`src/rtl/mhsa_pkg.sv`:
```
package mhsa_pkg;

   localparam int DATA_W        = 16;
   localparam int SEQ_MAX_DEF   = 16;
   localparam int EMBED_DIM_DEF = 64;
   localparam int NUM_HEADS_DEF = 4;
   localparam int CELL_W        = 18;

   typedef struct packed {
      logic              shift;
      logic [CELL_W-1:0] data;
   } chain_ctrl_type;

   function automatic logic [16:0] exp_whole(input logic [6:0] n);
      logic [16:0] w;
      unique case (n)
         7'd0:    w = 17'd65536;
         7'd1:    w = 17'd24109;
         7'd2:    w = 17'd8869;
         7'd3:    w = 17'd3263;
         7'd4:    w = 17'd1200;
         7'd5:    w = 17'd442;
         7'd6:    w = 17'd162;
         7'd7:    w = 17'd60;
         7'd8:    w = 17'd22;
         7'd9:    w = 17'd8;
         7'd10:   w = 17'd3;
         7'd11:   w = 17'd1;
         default: w = 17'd0;
      endcase
      return w;
   endfunction

   function automatic logic [16:0] exp_frac(input logic [3:0] f);
      logic [16:0] w;
      unique case (f)
         4'd0:  w = 17'd65536;
         4'd1:  w = 17'd61565;
         4'd2:  w = 17'd57835;
         4'd3:  w = 17'd54331;
         4'd4:  w = 17'd51039;
         4'd5:  w = 17'd47947;
         4'd6:  w = 17'd45042;
         4'd7:  w = 17'd42313;
         4'd8:  w = 17'd39750;
         4'd9:  w = 17'd37341;
         4'd10: w = 17'd35079;
         4'd11: w = 17'd32954;
         4'd12: w = 17'd30957;
         4'd13: w = 17'd29081;
         4'd14: w = 17'd27319;
         4'd15: w = 17'd25664;
      endcase
      return w;
   endfunction

   function automatic int unsigned inv_sqrt_scale(input int unsigned hd);
      longint unsigned r;
      longint unsigned t;
      r = 0;
      for (int b = 16; b >= 0; b--) begin
         t = r | (64'd1 << b);
         if (t * t * 64'(hd) <= (64'd1 << 32)) r = t;
      end
      return 32'(r);
   endfunction

endpackage

```
`src/rtl/mhsa_cell.sv`:
```
module mhsa_cell (
   input  logic                          clock,
   input  logic                          shift,
   input  logic [mhsa_pkg::CELL_W-1:0]   d_in,
   output logic [mhsa_pkg::CELL_W-1:0]   q
);

   logic [mhsa_pkg::CELL_W-1:0] value_ff;

   always_ff @(posedge clock) begin
      if (shift) value_ff <= d_in;
   end

   assign q = value_ff;

endmodule

```
`src/rtl/mhsa_chain.sv`:
```
module mhsa_chain #(
   parameter int DEPTH = mhsa_pkg::SEQ_MAX_DEF
) (
   input  logic                          clock,
   input  mhsa_pkg::chain_ctrl_type      ctrl,
   input  logic [$clog2(DEPTH)-1:0]      tap_sel,
   output logic [mhsa_pkg::CELL_W-1:0]   tap
);

   logic [mhsa_pkg::CELL_W-1:0] cell_q [DEPTH];

   for (genvar k = 0; k < DEPTH; k++) begin : g_cell
      logic [mhsa_pkg::CELL_W-1:0] d_in;
      if (k == DEPTH - 1) begin : g_tail
         assign d_in = ctrl.data;
      end else begin : g_link
         assign d_in = cell_q[k+1];
      end
      mhsa_cell u_cell (
         .clock (clock),
         .shift (ctrl.shift),
         .d_in  (d_in),
         .q     (cell_q[k])
      );
   end

   assign tap = cell_q[tap_sel];

endmodule

```
`config.mk`:
```
export PLATFORM = sky130hd
export DESIGN_NAME = mhsa_chain
export DESIGN_NICKNAME = d
export VERILOG_FILES = /design/src/rtl/mhsa_pkg.sv /design/src/rtl/mhsa_cell.sv /design/src/rtl/mhsa_chain.sv
export SDC_FILE = /design/constraint.sdc
export NUM_CORES = 1
export LEC_CHECK = 0
export ABC_CLOCK_PERIOD_IN_PS = 1600
export BUFFER_PORTS_ARGS = -buffer_cell sky130_fd_sc_hd__buf_4
export CAP_MARGIN = 20
export CELL_PAD_IN_SITES_DETAIL_PLACEMENT = 1
export CELL_PAD_IN_SITES_GLOBAL_PLACEMENT = 1
export CORE_UTILIZATION = 49
export DETAILED_ROUTE_END_ITERATION = 16
export PLACE_DENSITY = 0.84
export RECOVER_POWER = 50
export SYNTH_ARGS = -nofsm -noshare
export SYNTH_HDL_FRONTEND = slang
export SYNTH_SLANG_ARGS = --single-unit
```
`constraint.sdc`:
```
create_clock -name clock -period 1.6 [get_ports clock]
set_input_delay 0.24 -clock clock [delete_from_list [all_inputs] [get_ports clock]]
set_output_delay 0.24 -clock clock [all_outputs]
set_load 0.01 [all_outputs]
```
==> impl_metrics.toml <==
[synth]
synth_edf_count = 288
synthArstFlopShare_pct = 0
ys_ff_latch = 288
syn_nets = 465
synth.most_common_cell = "edfxtp_1"
synth_area_leaders = "edfxtp_1 80%, mux4_2 10%, mux4_1 5.3%"
yosys_warnings = 0
yosysSeqAreaShare_pct = 79.7
synth_cells = 441
postSynthAreaPerCell_um2 = 24.6
yosysTopAreaCell = "edfxtp_1"
ys.flop_type = "edfxtp_1"
syn_area_um2 = 10900
synth_top_cell_area_share_pct = 79.7
ys_types = 14
synth_common_cells = "288 x edfxtp_1, 50 x mux4_2, 36 x a22oi_1"

[cts]
htree_levels = 1
cts_sinks = 288
clockRootBuffer = "clkbuf_16"
cts_tree = "built"
clk_path_buf_depth = 3
numCtsBuffers = 28
insertion_delay_ns = 0.55
clk_pin_slew_ns = 0.07

[timing]
worst_hold_slack_ns = 0.435
fmax_mhz = 446
setup_ws_ns = -0.642
relSlewSlack_pct = 29.9
hold_viol = 0
slew_viol_final = 0
setup_viol = 23
fin_skew_ns = 0.0209
fin_crit_ns = 2.24
grt_setup_unrepaired = "yes"
worst_pin_slew_ns = 1.05
period_share_pct = 140

[detailed_routing]
drt-total-wl_um = 25400
drt-pass1-iter-count = 5
viasPerCell = 5.96
drc = 0
drtIter0Drc = 494
wl_per_cell_um = 28.4
drtAntennaViolNets = 0
vias = 5332

[status]
violations = "setup timing"
status = "finished, violations left"

[worst_setup_path]
end_kind = "output port"
worst_setup_path_start_kind = "flop"
path_class = "flop to output port"
cp_max_fo = 2
required_ns = 1.36
critical_path_arrival_ns = 2.00

[grt]
grtUsageTotal_pct = 22.6
grt_max_degree = 43
grt_pass1_wl_um = 36700
antenna_found_initial = 0
grt_overflow_total = 0
first_global_vias = 5631

[power]
power_w = 0.0171
powerDensity_nw_per_um2 = 1280
ir_drop_v = 0.000830
p_leak_nw = 4.63

[placement]
place_congestion = 0.728
pre_cts_ws_ns = -0.434
dp_hpwl_um = 13500
place_inst = 768
port_buffers = 41

[finish]
syn2layout_area_growth_pct = 23.1
largest_register_ffs = 288
nets = 618
stdcell_count = 894
finalCoreUtilization_pct = 61.4
final_layout_size_suffix_gt1_share_pct = 44.8
diodes = 0

[hold_path]
holdCritPathClass = "primary input to flop"

[floorplan]
dieArea_um2 = 22700
coreArea_um2 = 21800
initial_utilization_pct = 49.9
die_y_um = 151
core.rowCount = 54
die_x_um = 151
ios = 42

[run]
max-cap-violations = 0
-- path summary, 6_finish.rpt --
check	startpoint	end	slack (ns)	cells past startpoint
max	g_cell[12].u_cell.q[10]	tap[10]	-0.64	4
min	ctrl[8]	g_cell[15].u_cell.q[8]	0.43	2
max reg2reg	g_cell[10].u_cell.q[2]	g_cell[9].u_cell.q[2]	0.56	3
min reg2reg	g_cell[14].u_cell.q[4]	g_cell[13].u_cell.q[4]	0.43	0
-- power breakdown --
part | total, W | leakage, nW | internal [W] | switching, W
clock network | 0.00659 | 0.442 | 0.00377 | 0.00282
logic | 0.00139 | 1.37 | 0.000717 | 0.000671
registers | 0.00910 | 2.82 | 0.00883 | 0.000271
total | 0.0171 | 4.63 | 0.0133 | 0.00376
-- through the flow --
step / setup TNS [ns] / cell area [um^2]
after floorplan: 0 / 10900
after global placement: -5.46 / 11800
after detailed placement: -6.27 / 11800
after CTS: -9.36 / 13300
after global routing: -13.38 / 13400
final: -10.12 / 13400
-- repair_timing --
action / in CTS / in global routing
resized for setup: 67 / 11
endpoints found under the hold margin: 18 / 0
endpoints found under the setup margin: 18 / 18
hold buffers: 18 / 0
setup buffers: 41 / 17
pin swaps: 37 / 4
-- layout make-up --
type                            instances  area, um^2
Clock buffer                           34         744
Clock inverter                         16         148
Fill cell                            1795        8400
Multi-Input combinational cell        130        2170
Sequential cell                       288        8650
Tap cell                              280         350
Timing Repair Buffer                  146        1300
-- worst max-delay path, stage by stage (launching register included) --
cell and delay (ns):
edfxtp_1 0.45, mux4_2 0.55, a22oi_2 0.19, nand2_2 0.12, buf_6 0.14
-- routing by layer --
metal  global-route usage, %  share of wire, %
met4                    7.70               2.3
met3                    3.16               6.5
met2                    37.3                51
met1                    31.3                41
met5                       0                 0
-- cells in the final DEF, fill, tap and decap left out, types with 7 or more instances in the layout --
cell type        n
clkinv_2         7
clkbuf_16       29
dlygate4sd3_1   18
buf_4           69
a22oi_2         33
edfxtp_1       288
clkbuf_2         9
clkbuf_1         7
buf_12          10
mux4_2          71
nand2_1         12
buf_6           18
clkbuf_4        20
-- kinds of logic after synthesis --
| kind of cell | after synthesis | share of synthesized area, % |
|---|---|---|
| buffers and inverters | 23 | 1.29 |
| AND/OR/NAND/NOR | 22 | 0.830 |
| AO/OA/AOI/OAI | 36 | 2.49 |
| multiplexers | 72 | 15.7 |
| flip-flops | 288 | 79.7 |
No activity file was read; power rests on OpenSTA's default activity.
