**config.mk**
```make
export PLATFORM = sky130hd
export DESIGN_NAME = mhsa_div
export DESIGN_NICKNAME = d
export VERILOG_FILES = /design/src/rtl/mhsa_div.sv
export SDC_FILE = /design/constraint.sdc
export NUM_CORES = 1
export LEC_CHECK = 0
export ABC_AREA = 1
export CAP_MARGIN = 15
export CORE_ASPECT_RATIO = 2
export CORE_MARGIN = 5
export CORE_UTILIZATION = 30
export CTS_BUF_LIST = sky130_fd_sc_hd__clkbuf_8
export DETAILED_ROUTE_END_ITERATION = 7
export DONT_BUFFER_PORTS = 1
export SETUP_SLACK_MARGIN = 0.02
export SYNTH_ARGS = -nofsm -noshare
export SYNTH_HDL_FRONTEND = slang
export SYNTH_SLANG_ARGS = --single-unit
```
**constraint.sdc**
```tcl
create_clock -name clock -period 3.85 [get_ports clock]
set_clock_uncertainty 0.2 [all_clocks]
set_input_delay 0.385 -clock clock [delete_from_list [all_inputs] [get_ports clock]]
set_output_delay 0.385 -clock clock [all_outputs]
set_load 0.02 [all_outputs]
```
**src/rtl/mhsa_div.sv**
```systemverilog
module mhsa_div #(
   parameter int NUM_W = 34,
   parameter int DEN_W = 21
) (
   input  logic             clock,
   input  logic             reset,
   input  logic             start,
   input  logic [NUM_W-1:0] num,
   input  logic [DEN_W-1:0] den,
   output logic             done,
   output logic [NUM_W-1:0] quot
);

   localparam int CW = $clog2(NUM_W);

   logic [NUM_W-1:0] num_ff, num_in;
   logic [DEN_W:0]   rem_ff, rem_in;
   logic [DEN_W-1:0] den_ff, den_in;
   logic [CW-1:0]    cnt_ff, cnt_in;
   logic             run_ff, run_in;
   logic             done_ff, done_in;
   logic [DEN_W:0]   rem_t;
   logic             qbit;

   always_comb begin
      num_in  = num_ff;
      rem_in  = rem_ff;
      den_in  = den_ff;
      cnt_in  = cnt_ff;
      run_in  = run_ff;
      done_in = 1'b0;
      rem_t   = {rem_ff[DEN_W-1:0], num_ff[NUM_W-1]};
      qbit    = (rem_t >= {1'b0, den_ff});
      if (start) begin
         num_in = num;
         den_in = den;
         rem_in = '0;
         cnt_in = CW'(NUM_W - 1);
         run_in = 1'b1;
      end else if (run_ff) begin
         rem_in = qbit ? rem_t - {1'b0, den_ff} : rem_t;
         num_in = {num_ff[NUM_W-2:0], qbit};
         cnt_in = cnt_ff - 1'b1;
         if (cnt_ff == '0) begin
            run_in  = 1'b0;
            done_in = 1'b1;
         end
      end
   end

   always_ff @(posedge clock) begin
      if (reset) begin
         run_ff  <= 1'b0;
         done_ff <= 1'b0;
      end else begin
         run_ff  <= run_in;
         done_ff <= done_in;
      end
      num_ff <= num_in;
      rem_ff <= rem_in;
      den_ff <= den_in;
      cnt_ff <= cnt_in;
   end

   assign done = done_ff;
   assign quot = num_ff;

endmodule

```
==> results of run 1 <==
## layout make-up
type | instances | area [um2]
Inverter | 105 | 394
Tap cell | 207 | 259
Multi-Input combinational cell | 457 | 2300
Sequential cell | 84 | 2230
Timing Repair Buffer | 52 | 523
Clock inverter | 7 | 75.1
Fill cell | 1706 | 10700
Clock buffer | 9 | 124
## metrics by stage
stage	instance area, um2	worst slack (ns)	util
6_report	5900	1.03	0.356
5_1_grt	5900	0.820	0.356
4_1_cts	5890	1.01	0.355
3_5_place_dp	5200	1.03	0.314
3_3_place_gp	5200	1.14	0.314
2_1_floorplan	5020	1.55	-
## repair_timing
action	in CTS	in global routing
buffers inserted	0	0
setup endpoints to repair	0	0
hold endpoints to repair	72	1
hold buffers	48	1
## layout by cell type, fill, tap and decap left out, drive strengths merged, types with 18 or more instances in the layout
master and count:
dlygate4sd3 48, nor2 35, nand3 59, ha 23, inv 106, edfxtp 55
nand2 269, a21oi 18, dfxtp 29
## final timing paths
kind	start	endpoint	slack [ns]	cells after the start
worst max-delay path	quot[33]$_DFFE_PP_	rem_ff[9]$_SDFFE_PP0P_	1.03	13
worst min-delay path	num[11]	quot[11]$_DFFE_PP_	0.02	2
worst max register to register	quot[33]$_DFFE_PP_	rem_ff[9]$_SDFFE_PP0P_	1.03	13
worst min register to register	run_ff$_SDFF_PP0_	cnt_ff[0]$_SDFFE_PP1P_	0.28	1
## metal layers
layer	GRT usage	part of all wire	routed length [um]
met3	0.0289	0.062	796
met5	0	0	0
met4	0.0435	0.013	172
met1	0.169	0.44	5700
met2	0.226	0.48	6250
## cells by family (layout without fill, tap and decap cells)
group	Yosys count	in the layout	synth area share
AOI/OAI and AO/OA	35	35	0.0377
DFF	84	84	0.445
adders and majority gates	24	24	0.0613
xor gates and xnor gates	9	9	0.0157
buffers and inverters	121	173	0.0980
and+or+nand+nor	389	389	0.342
## power by group through the flow
| stage | combinational, uW | sequential, uW | clock [uW] |
|---|---|---|---|
| finish | 253 | 1120 | 656 |
| floorplan | 160 | 1120 | 0 |
| detailed placement | 202 | 1140 | 0 |
| global placement | 198 | 1140 | 0 |
| CTS | 253 | 1120 | 685 |
| global route | 286 | 1130 | 717 |
## state kept, by name, summed over array words and instances, names as in the netlist
| register | cells |
|---|---|
| quot | 34 |
| den_ff | 21 |
| rem_ff | 21 |
| cnt_ff | 6 |
| done | 1 |
| run_ff | 1 |
## worst register-to-register path: cells and delay by family, from the launching register on
kind | cells | cell delay (ns)
flip-flops | 1 | 0.52
AND/OR/NAND/NOR | 9 | 1.24
buffers and inverters | 2 | 0.20
adder cells (fa/ha/maj) | 2 | 0.60
==> impl_metrics.py, run 1 <==
metrics = {
    "status": {
        "status": "finished clean",
    },
    "global_route": {
        "grt_pass1_vias": 4241,
        "track_usage": 0.134,
        "grt_max_degree": 42,
        "grt.overflow.total": 0,
        "antenna_found_initial": 0,
        "grt_pass1_wl_mm": 20.8,
    },
    "detailed_routing": {
        "routed-via-count": 4270,
        "drt_iter0_markers": 147,
        "drt-total-wl_mm": 12.9,
        "drc": 0,
        "dr.pass1.iters": 4,
        "routedWlPerCell_um": 14.0,
        "ant_nets": 0,
        "viasPerCell": 4.64,
    },
    "critical_path": {
        "cpMostUsedCell": "nand2_1",
        "critical-path-max-stage-delay_ns": 0.52,
        "cpLargestDelayFamily": "simple AND/OR/NAND/NOR gates",
        "critPathLaunchType": "register",
        "cp-end-kind": "register",
        "cp_data_arrival_time_ns": 2.92,
        "crit_slowest_cell": "edfxtp_1",
        "cp.required_ns": 3.95,
        "worstPathCellList": "inv_1 -> ha_1 -> inv_1 -> fa_1 -> nand2_1 -> nand3_2 -> nand2_1 -> nand2_2 -> nand2_4 -> nand2_4 -> nand2_1 -> nand3_1 -> nand2_1",
        "worstSetupPathType": "reg -> reg",
        "crit_fanout": 24,
        "path_buf_inv": 2,
    },
    "synthesis": {
        "netlist_top_cells_area": "edfxtp_1, nand2_1, dfxtp_1, inv_1, ha_1",
        "postSynthAreaPerCell_um2": 7.58,
        "yosysSeqAreaShare": 0.445,
        "syn_nets": 744,
        "synth_warnings": 0,
        "synth_ff_type": "edfxtp_1",
        "ys_seq_elements": 84,
        "async_reset_ff_frac": 0,
        "syn-cell-area_um2": 5020,
        "synthTopCellsByCount": "nand2_1, inv_1, edfxtp_1",
        "yosys.area.top_type": "edfxtp_1",
        "ys_types": 38,
        "syn_inst": 662,
        "synth_top_area_share": 0.329,
        "synth-edff-count": 55,
        "yosysMostFrequentCell": "nand2_1",
    },
    "clocking": {
        "clkSlewWorstSetupHoldPaths_ns": 0.09,
        "cts_tree": "built",
        "ctsResizeCount": 0,
        "numCtsBuffers": 9,
        "cts_buffer_depth": 2,
        "htree_levels": 3,
        "clk_latency_ns": 0.36,
        "cts_root_buf": "clkbuf_8",
        "cts.sinks": 84,
    },
    "worst_hold_path": {
        "worstHoldPathType": "in -> reg",
    },
    "sta": {
        "whs_ns": 0.0183,
        "grt_setup_unrepaired": "no",
        "slew_violations": 0,
        "timing_hold_violations_final": 0,
        "fin_crit_ns": 2.82,
        "worst_slew_pin_slew_ns": 1.00,
        "max_freq_mhz": 355,
        "fin_tns_setup_ns": 0,
        "relSlewSlack": 0.331,
        "finalCritPeriodShare": 0.732,
        "setup_violations": 0,
    },
    "power_and_ir_drop": {
        "combinationalPowerShare": 0.125,
        "power_frac_clock": 0.324,
        "intPower_uw": 1440,
        "p_sw_frac": 0.290,
        "p_total_uw": 2030,
        "p_per_area_nw_per_um2": 343,
        "p_sw_uw": 588,
        "p_leak_uw": 0.00288,
        "peakVddDrop_mv": 0.202,
        "power.share.sequential": 0.552,
    },
    "final_layout": {
        "diodes": 0,
        "fin_cells": 921,
        "syn_to_final_growth_pct": 17.7,
        "drive_above_1_share": 0.0714,
        "final_nets": 791,
    },
    "place": {
        "gp_congestion": 0.864,
        "port_buffers": 0,
        "dp.cells": 856,
        "hpwl_mm": 8.91,
    },
    "flow_run": {
        "maxCapViolCount": 0,
    },
    "floorplan": {
        "core-area_um2": 16600,
        "die-height_um": 193,
        "dieArea_um2": 19600,
        "initial_utilization": 0.302,
        "die_w_um": 101,
        "core.rowCount": 67,
        "io_pins": 93,
    },
}
Note: power is estimated with default switching activity, not from simulation.
==> run 2, diff against run 1 <==
==> constraint.sdc (replaced) <==
create_clock -name clock -period 2.3 [get_ports clock]
set_clock_uncertainty 0.2 [all_clocks]
set_input_delay 0.23 -clock clock [delete_from_list [all_inputs] [get_ports clock]]
set_output_delay 0.23 -clock clock [all_outputs]
set_load 0.02 [all_outputs]
==> run 2 against run 1 <==
Net effect: die area did not move; sequential share of layout area fell by 3.4 points; cell count is 3.9% higher; hold slack improved by 0.013 ns; utilization grew 3.5 points; total power increased by 82%; critical endpoint is now quot[0]$_DFFE_PP_; largest cell class unchanged.
==> impl_metrics.py, run 2 (synthesized netlist as in run 1, its figures left out) <==
metrics = {
    "status": {
        "status": "finished clean",
    },
    "worst_hold_path": {
        "hold_end": "cnt_ff[2]$_SDFFE_PP0P_",
        "worstHoldPathType": "in -> reg",
        "min_path_cells": 2,
        "hold_start": "start",
    },
    "power_and_ir_drop": {
        "p_sw_uw": 1000,
        "p_per_area_nw_per_um2": 567,
        "power_frac_clock": 0.353,
        "power.share.sequential": 0.508,
        "peakVddDrop_mv": 0.336,
        "intPower_uw": 2680,
        "p_leak_uw": 0.00312,
        "combinationalPowerShare": 0.139,
        "p_sw_frac": 0.272,
    },
    "detailed_routing": {
        "ant_nets": 0,
        "dr.pass1.iters": 5,
        "routed-via-count": 4431,
        "viasPerCell": 4.63,
        "routedWlPerCell_um": 14.2,
        "drc": 0,
        "drt_iter0_markers": 215,
        "drt-total-wl_mm": 13.6,
    },
    "clocking": {
        "cts_tree": "built",
        "cts_root_buf": "clkbuf_8",
        "cts.sinks": 84,
        "numCtsBuffers": 9,
        "htree_levels": 3,
        "clkSlewWorstSetupHoldPaths_ns": 0.09,
        "cts_buffer_depth": 2,
        "clk_latency_ns": 0.36,
    },
    "floorplan": {
        "dieArea_um2": 19600,
        "core.rowCount": 67,
        "io_pins": 93,
        "initial_utilization": 0.302,
        "die-height_um": 193,
        "core-area_um2": 16600,
        "die_w_um": 101,
    },
    "place": {
        "port_buffers": 0,
        "dp.cells": 874,
        "hpwl_mm": 9.23,
        "gp_congestion": 0.871,
    },
    "flow_run": {
        "maxCapViolCount": 0,
    },
    "sta": {
        "grt_setup_unrepaired": "yes",
        "finalCritPeriodShare": 0.973,
        "slew_violations": 0,
        "fin_tns_setup_ns": 0,
        "max_freq_mhz": 447,
        "setup_violations": 0,
        "fin_crit_ns": 2.24,
        "relSlewSlack": 0.569,
        "timing_hold_violations_final": 0,
        "worst_slew_pin_slew_ns": 0.645,
    },
    "global_route": {
        "grt_max_degree": 59,
        "grt_pass1_vias": 4326,
        "grt.overflow.total": 0,
        "grt_pass1_wl_mm": 21.0,
        "track_usage": 0.137,
        "antenna_found_initial": 0,
    },
    "final_layout": {
        "largest_register_ffs": 34,
        "finalCoreUtilization": 0.391,
        "diodes": 0,
        "drive_above_1_share": 0.144,
        "final_common_cell": "nand2_1",
        "fin_cells": 957,
        "layout_common_cells": "nand2_1, inv_1, dlygate4sd3_1",
        "syn_to_final_growth_pct": 29.3,
        "final_nets": 827,
    },
    "critical_path": {
        "crit_slowest_cell": "edfxtp_1",
        "crit_fanout": 8,
        "cp_data_arrival_time_ns": 2.13,
        "r2r_slack_ns": 0.06,
        "critical-path-max-stage-delay_ns": 0.41,
        "cpLargestDelayFamily": "simple AND/OR/NAND/NOR gates",
        "r2r-start": "quot[33]$_DFFE_PP_",
        "reg2reg_to": "quot[0]$_DFFE_PP_",
        "path_buf_inv": 3,
        "critPathLaunchType": "register",
        "cpMostUsedCell": "inv_2",
        "cp-end-kind": "register",
        "worstSetupPathType": "reg -> reg",
        "cp.required_ns": 2.19,
        "worstPathCellList": "inv_2 -> ha_4 -> inv_2 -> fa_2 -> nand2_1 -> nand3_2 -> nand2_2 -> nand2_4 -> nand2_8 -> buf_8 -> a31oi_2",
        "rr_worst_depth": 11,
    },
}
run 2: cell count changes in the layout (fill, tap and decap cells not counted), sizes merged:
cell,change
buf,+26
dlygate4sd3,+8
bufinv,+2
clkbuf,+1
clkinvlp,-1
inv,-1
nand2,+1
run 2: per-layer routing:
layer | wire length [um] | GRT usage | vias to the layer above
li1 | - | - | 2256
met2 | 6760 | 0.236 | 120
met3 | 743 | 0.0340 | 15
met1 | 5890 | 0.168 | 2040
met4 | 186 | 0.0369 | 0
met5 | 0 | 0 | -
run 2: worst max path at each step:
stage               slack [ns]                       to               start  cells past startpoint
finish                    0.06        quot[0]$_DFFE_PP_  quot[33]$_DFFE_PP_                     11
global placement          0.08  rem_ff[20]$_SDFFE_PP0P_  quot[33]$_DFFE_PP_                     14
CTS                       0.03  rem_ff[12]$_SDFFE_PP0P_  quot[33]$_DFFE_PP_                     15
detailed placement        0.03  rem_ff[19]$_SDFFE_PP0P_  quot[33]$_DFFE_PP_                     15
floorplan                 0.06        quot[0]$_DFFE_PP_  quot[33]$_DFFE_PP_                     11
global route             -0.03  rem_ff[19]$_SDFFE_PP0P_  quot[33]$_DFFE_PP_                     15
run 2: stage by stage:
| stage | instance area [um2] | power [uW] | setup WS (ns) | hold slack [ns] |
|---|---|---|---|---|
| finish | 6490 | 3680 | 0.0618 | 0.0313 |
| global route | 6490 | 3860 | -0.0257 | 0.0208 |
| CTS | 6190 | 3690 | 0.0276 | 0.0211 |
| detailed placement | 5350 | 2280 | 0.0349 | 0.109 |
| global placement | 5350 | 2270 | 0.0774 | 0.110 |
| floorplan | 5020 | 2150 | 0.0614 | 0.106 |
run 2: repair_timing:
action,CTS,global route
hold endpoints to repair,82,0
pin swaps,0,17
gates cloned,0,2
endpoints found under the setup margin,6,21
hold buffers,57,0
gates resized for setup,3,43
buffers inserted,0,8
run 2: worst register-to-register path: cells and delay by family, from the launching register on:
kind                     cells  cell delay (ns)
AO/OA/AOI/OAI                1             0.09
adder cells (fa/ha/maj)      2             0.49
buffers and inverters        3             0.28
flip-flops                   1             0.41
AND/OR/NAND/NOR              5             0.49
run 2: power groups by stage:
stage / combinational (uW) / clock [uW] / sequential (uW)
6_report: 511 / 1300 / 1870
5_1_grt: 568 / 1420 / 1880
4_1_cts: 476 / 1350 / 1870
3_5_place_dp: 373 / 0 / 1910
3_3_place_gp: 364 / 0 / 1900
2_1_floorplan: 269 / 0 / 1880
run 2: layout make-up:
cell class | count | area, um2
timing repair buffer | 87 | 866
clock buffer | 9 | 124
fill | 1700 | 10100
inverter | 105 | 394
sequential | 84 | 2230
clock inverter | 7 | 115
tap | 207 | 259
multi-input combinational | 458 | 2500
==> run 3, diff against run 2 <==
--- a/config.mk
+++ b/config.mk
@@ -8,11 +8,12 @@
 export ABC_AREA = 1
 export CAP_MARGIN = 15
 export CORE_ASPECT_RATIO = 2
-export CORE_MARGIN = 5
+export CORE_MARGIN = 3
 export CORE_UTILIZATION = 30
 export CTS_BUF_LIST = sky130_fd_sc_hd__clkbuf_8
 export DETAILED_ROUTE_END_ITERATION = 7
 export DONT_BUFFER_PORTS = 1
+export PLACE_DENSITY = 0.46
 export SETUP_SLACK_MARGIN = 0.02
 export SYNTH_ARGS = -nofsm -noshare
 export SYNTH_HDL_FRONTEND = slang
==> run 3 against run 2 <==
Net effect: first-iteration DRC count fell by 19%; clock power is 17% lower; critical endpoint is now rem_ff[13]$_SDFFE_PP0P_; register-to-register slack about the same.
==> impl_metrics.py, run 3 (synthesized netlist as in run 1, its figures left out) <==
metrics = {
    "status": {
        "status": "finished clean",
    },
    "clocking": {
        "clk_latency_ns": 0.37,
        "cts.sinks": 84,
        "clkSlewWorstSetupHoldPaths_ns": 0.10,
        "numCtsBuffers": 9,
        "htree_levels": 3,
        "cts_tree": "built",
        "cts_root_buf": "clkbuf_8",
        "cts_buffer_depth": 2,
    },
    "detailed_routing": {
        "ant_nets": 0,
        "drt-total-wl_mm": 14.8,
        "routed-via-count": 4521,
        "routedWlPerCell_um": 15.4,
        "dr.pass1.iters": 4,
        "viasPerCell": 4.71,
        "drc": 0,
        "drt_iter0_markers": 175,
    },
    "sta": {
        "timing_hold_violations_final": 0,
        "grt_setup_unrepaired": "yes",
        "finalCritPeriodShare": 0.973,
        "fin_crit_ns": 2.24,
        "fin_tns_setup_ns": 0,
        "setup_violations": 0,
        "max_freq_mhz": 447,
        "worst_slew_pin_slew_ns": 0.626,
        "relSlewSlack": 0.582,
        "slew_violations": 0,
    },
    "global_route": {
        "antenna_found_initial": 0,
        "track_usage": 0.161,
        "grt_pass1_vias": 4726,
        "grt_max_degree": 60,
        "grt.overflow.total": 0,
        "grt_pass1_wl_mm": 23.3,
    },
    "critical_path": {
        "r2r_slack_ns": 0.06,
        "critical-path-max-stage-delay_ns": 0.41,
        "crit_fanout": 7,
        "cp-end-kind": "register",
        "worstSetupPathType": "reg -> reg",
        "rr_worst_depth": 14,
        "critPathLaunchType": "register",
        "crit_slowest_cell": "edfxtp_1",
        "worstPathCellList": "inv_2 -> ha_4 -> inv_2 -> fa_2 -> nand2_2 -> nand3_2 -> nand2_2 -> nand2_4 -> nand2_8 -> nand2_8 -> clkbuf_16 -> nand3_2 -> nand3_1 -> nand2_1",
        "cp_data_arrival_time_ns": 2.35,
        "cp.required_ns": 2.41,
    },
    "final_layout": {
        "final_nets": 832,
        "syn_to_final_growth_pct": 32.0,
        "drive_above_1_share": 0.188,
        "finalCoreUtilization": 0.405,
        "largest_register_ffs": 34,
        "fill_cells": 1679,
        "final_common_cell": "nand2_1",
        "diodes": 0,
        "layout_common_cells": "nand2_1, inv_1, dlygate4sd3_1",
    },
    "worst_hold_path": {
        "min_path_cells": 2,
        "worstHoldPathType": "in -> reg",
    },
    "floorplan": {
        "die_w_um": 97.4,
        "dieArea_um2": 18400,
        "initial_utilization": 0.307,
        "core.rowCount": 66,
        "io_pins": 93,
        "core-area_um2": 16400,
        "die-height_um": 189,
    },
    "power_and_ir_drop": {
        "p_leak_uw": 0.00319,
        "p_per_area_nw_per_um2": 526,
        "peakVddDrop_mv": 0.391,
    },
    "place": {
        "gp_congestion": 0.867,
        "hpwl_mm": 10.5,
        "port_buffers": 0,
    },
    "flow_run": {
        "maxCapViolCount": 0,
    },
}
-- run 3: cell types whose count changed in the layout (fill, tap and decap cells not counted), moves of 3 or more --
cell	previous run	this run
ha_2	4	1
nand2_1	249	239
a21oi_1	17	13
nand2_2	15	22
ha_1	13	16
nand3_1	45	33
nand3_2	13	26
a21oi_2	0	5
o21ai_1	8	4
buf_4	24	27
o21ai_2	0	4
-- run 3: critical path, delay by kind of cell (launching register included) --
kind          cells  cell delay, ns
buf+inv           3            0.33
flops             1            0.41
fa+ha+maj         2            0.49
simple gates      9            0.75
-- run 3: stage by stage --
step | instances | worst slack, ns | hold WS, ns | power, uW | instance area [um2]
after floorplan | 662 | 0.0614 | 0.106 | 2150 | 5020
after global placement | 874 | 0.0363 | 0.111 | 2280 | 5380
after detailed placement | 874 | -0.00850 | 0.109 | 2280 | 5380
after CTS | 952 | 0.00388 | 0.0259 | 3490 | 6210
after global routing | 959 | -0.0558 | 0.0558 | 3660 | 6620
final | 959 | 0.0630 | 0.0364 | 3480 | 6620
-- run 3: layout make-up --
cell class	instances	area (um2)	area share
Clock buffer	9	124	0.0187
Clock inverter	7	67.6	0.0102
Inverter	105	394	0.0595
Multi-Input combinational cell	457	2600	0.393
Sequential cell	84	2230	0.337
Tap cell	204	255	0.0385
Timing Repair Buffer	93	948	0.143
-- run 3: final timing paths --
path,endpoint,from
setup reg to reg,rem_ff[13]$_SDFFE_PP0P_,quot[33]$_DFFE_PP_
hold reg to reg,rem_ff[20]$_SDFFE_PP0P_,rem_ff[20]$_SDFFE_PP0P_
hold / removal,cnt_ff[2]$_SDFFE_PP0P_,start
setup / recovery,rem_ff[13]$_SDFFE_PP0P_,quot[33]$_DFFE_PP_
-- run 3: power breakdown --
group          switching [uW]  leakage, uW  internal (uW)
Combinational             299      0.00230            228
Clock                     585     0.000102            499
Sequential                140     0.000790           1730
-- run 3: what timing repair did --
action,CTS,global route
pin swaps,1,20
endpoints found under the hold margin,83,0
endpoints found under the setup margin,15,22
resized for setup,2,78
gates cloned,0,2
buffers inserted,4,5
hold buffers,58,0
-- run 3: layer usage --
layer / share of wire / GRT usage / vias to the layer above / wire (um)
li1: - / - / 2264 / -
met1: 0.34 / 0.156 / 2095 / 5100
met2: 0.56 / 0.314 / 131 / 8330
met3: 0.048 / 0.0299 / 31 / 713
met4: 0.045 / 0.0864 / 0 / 669
met5: 0 / 0 / - / 0
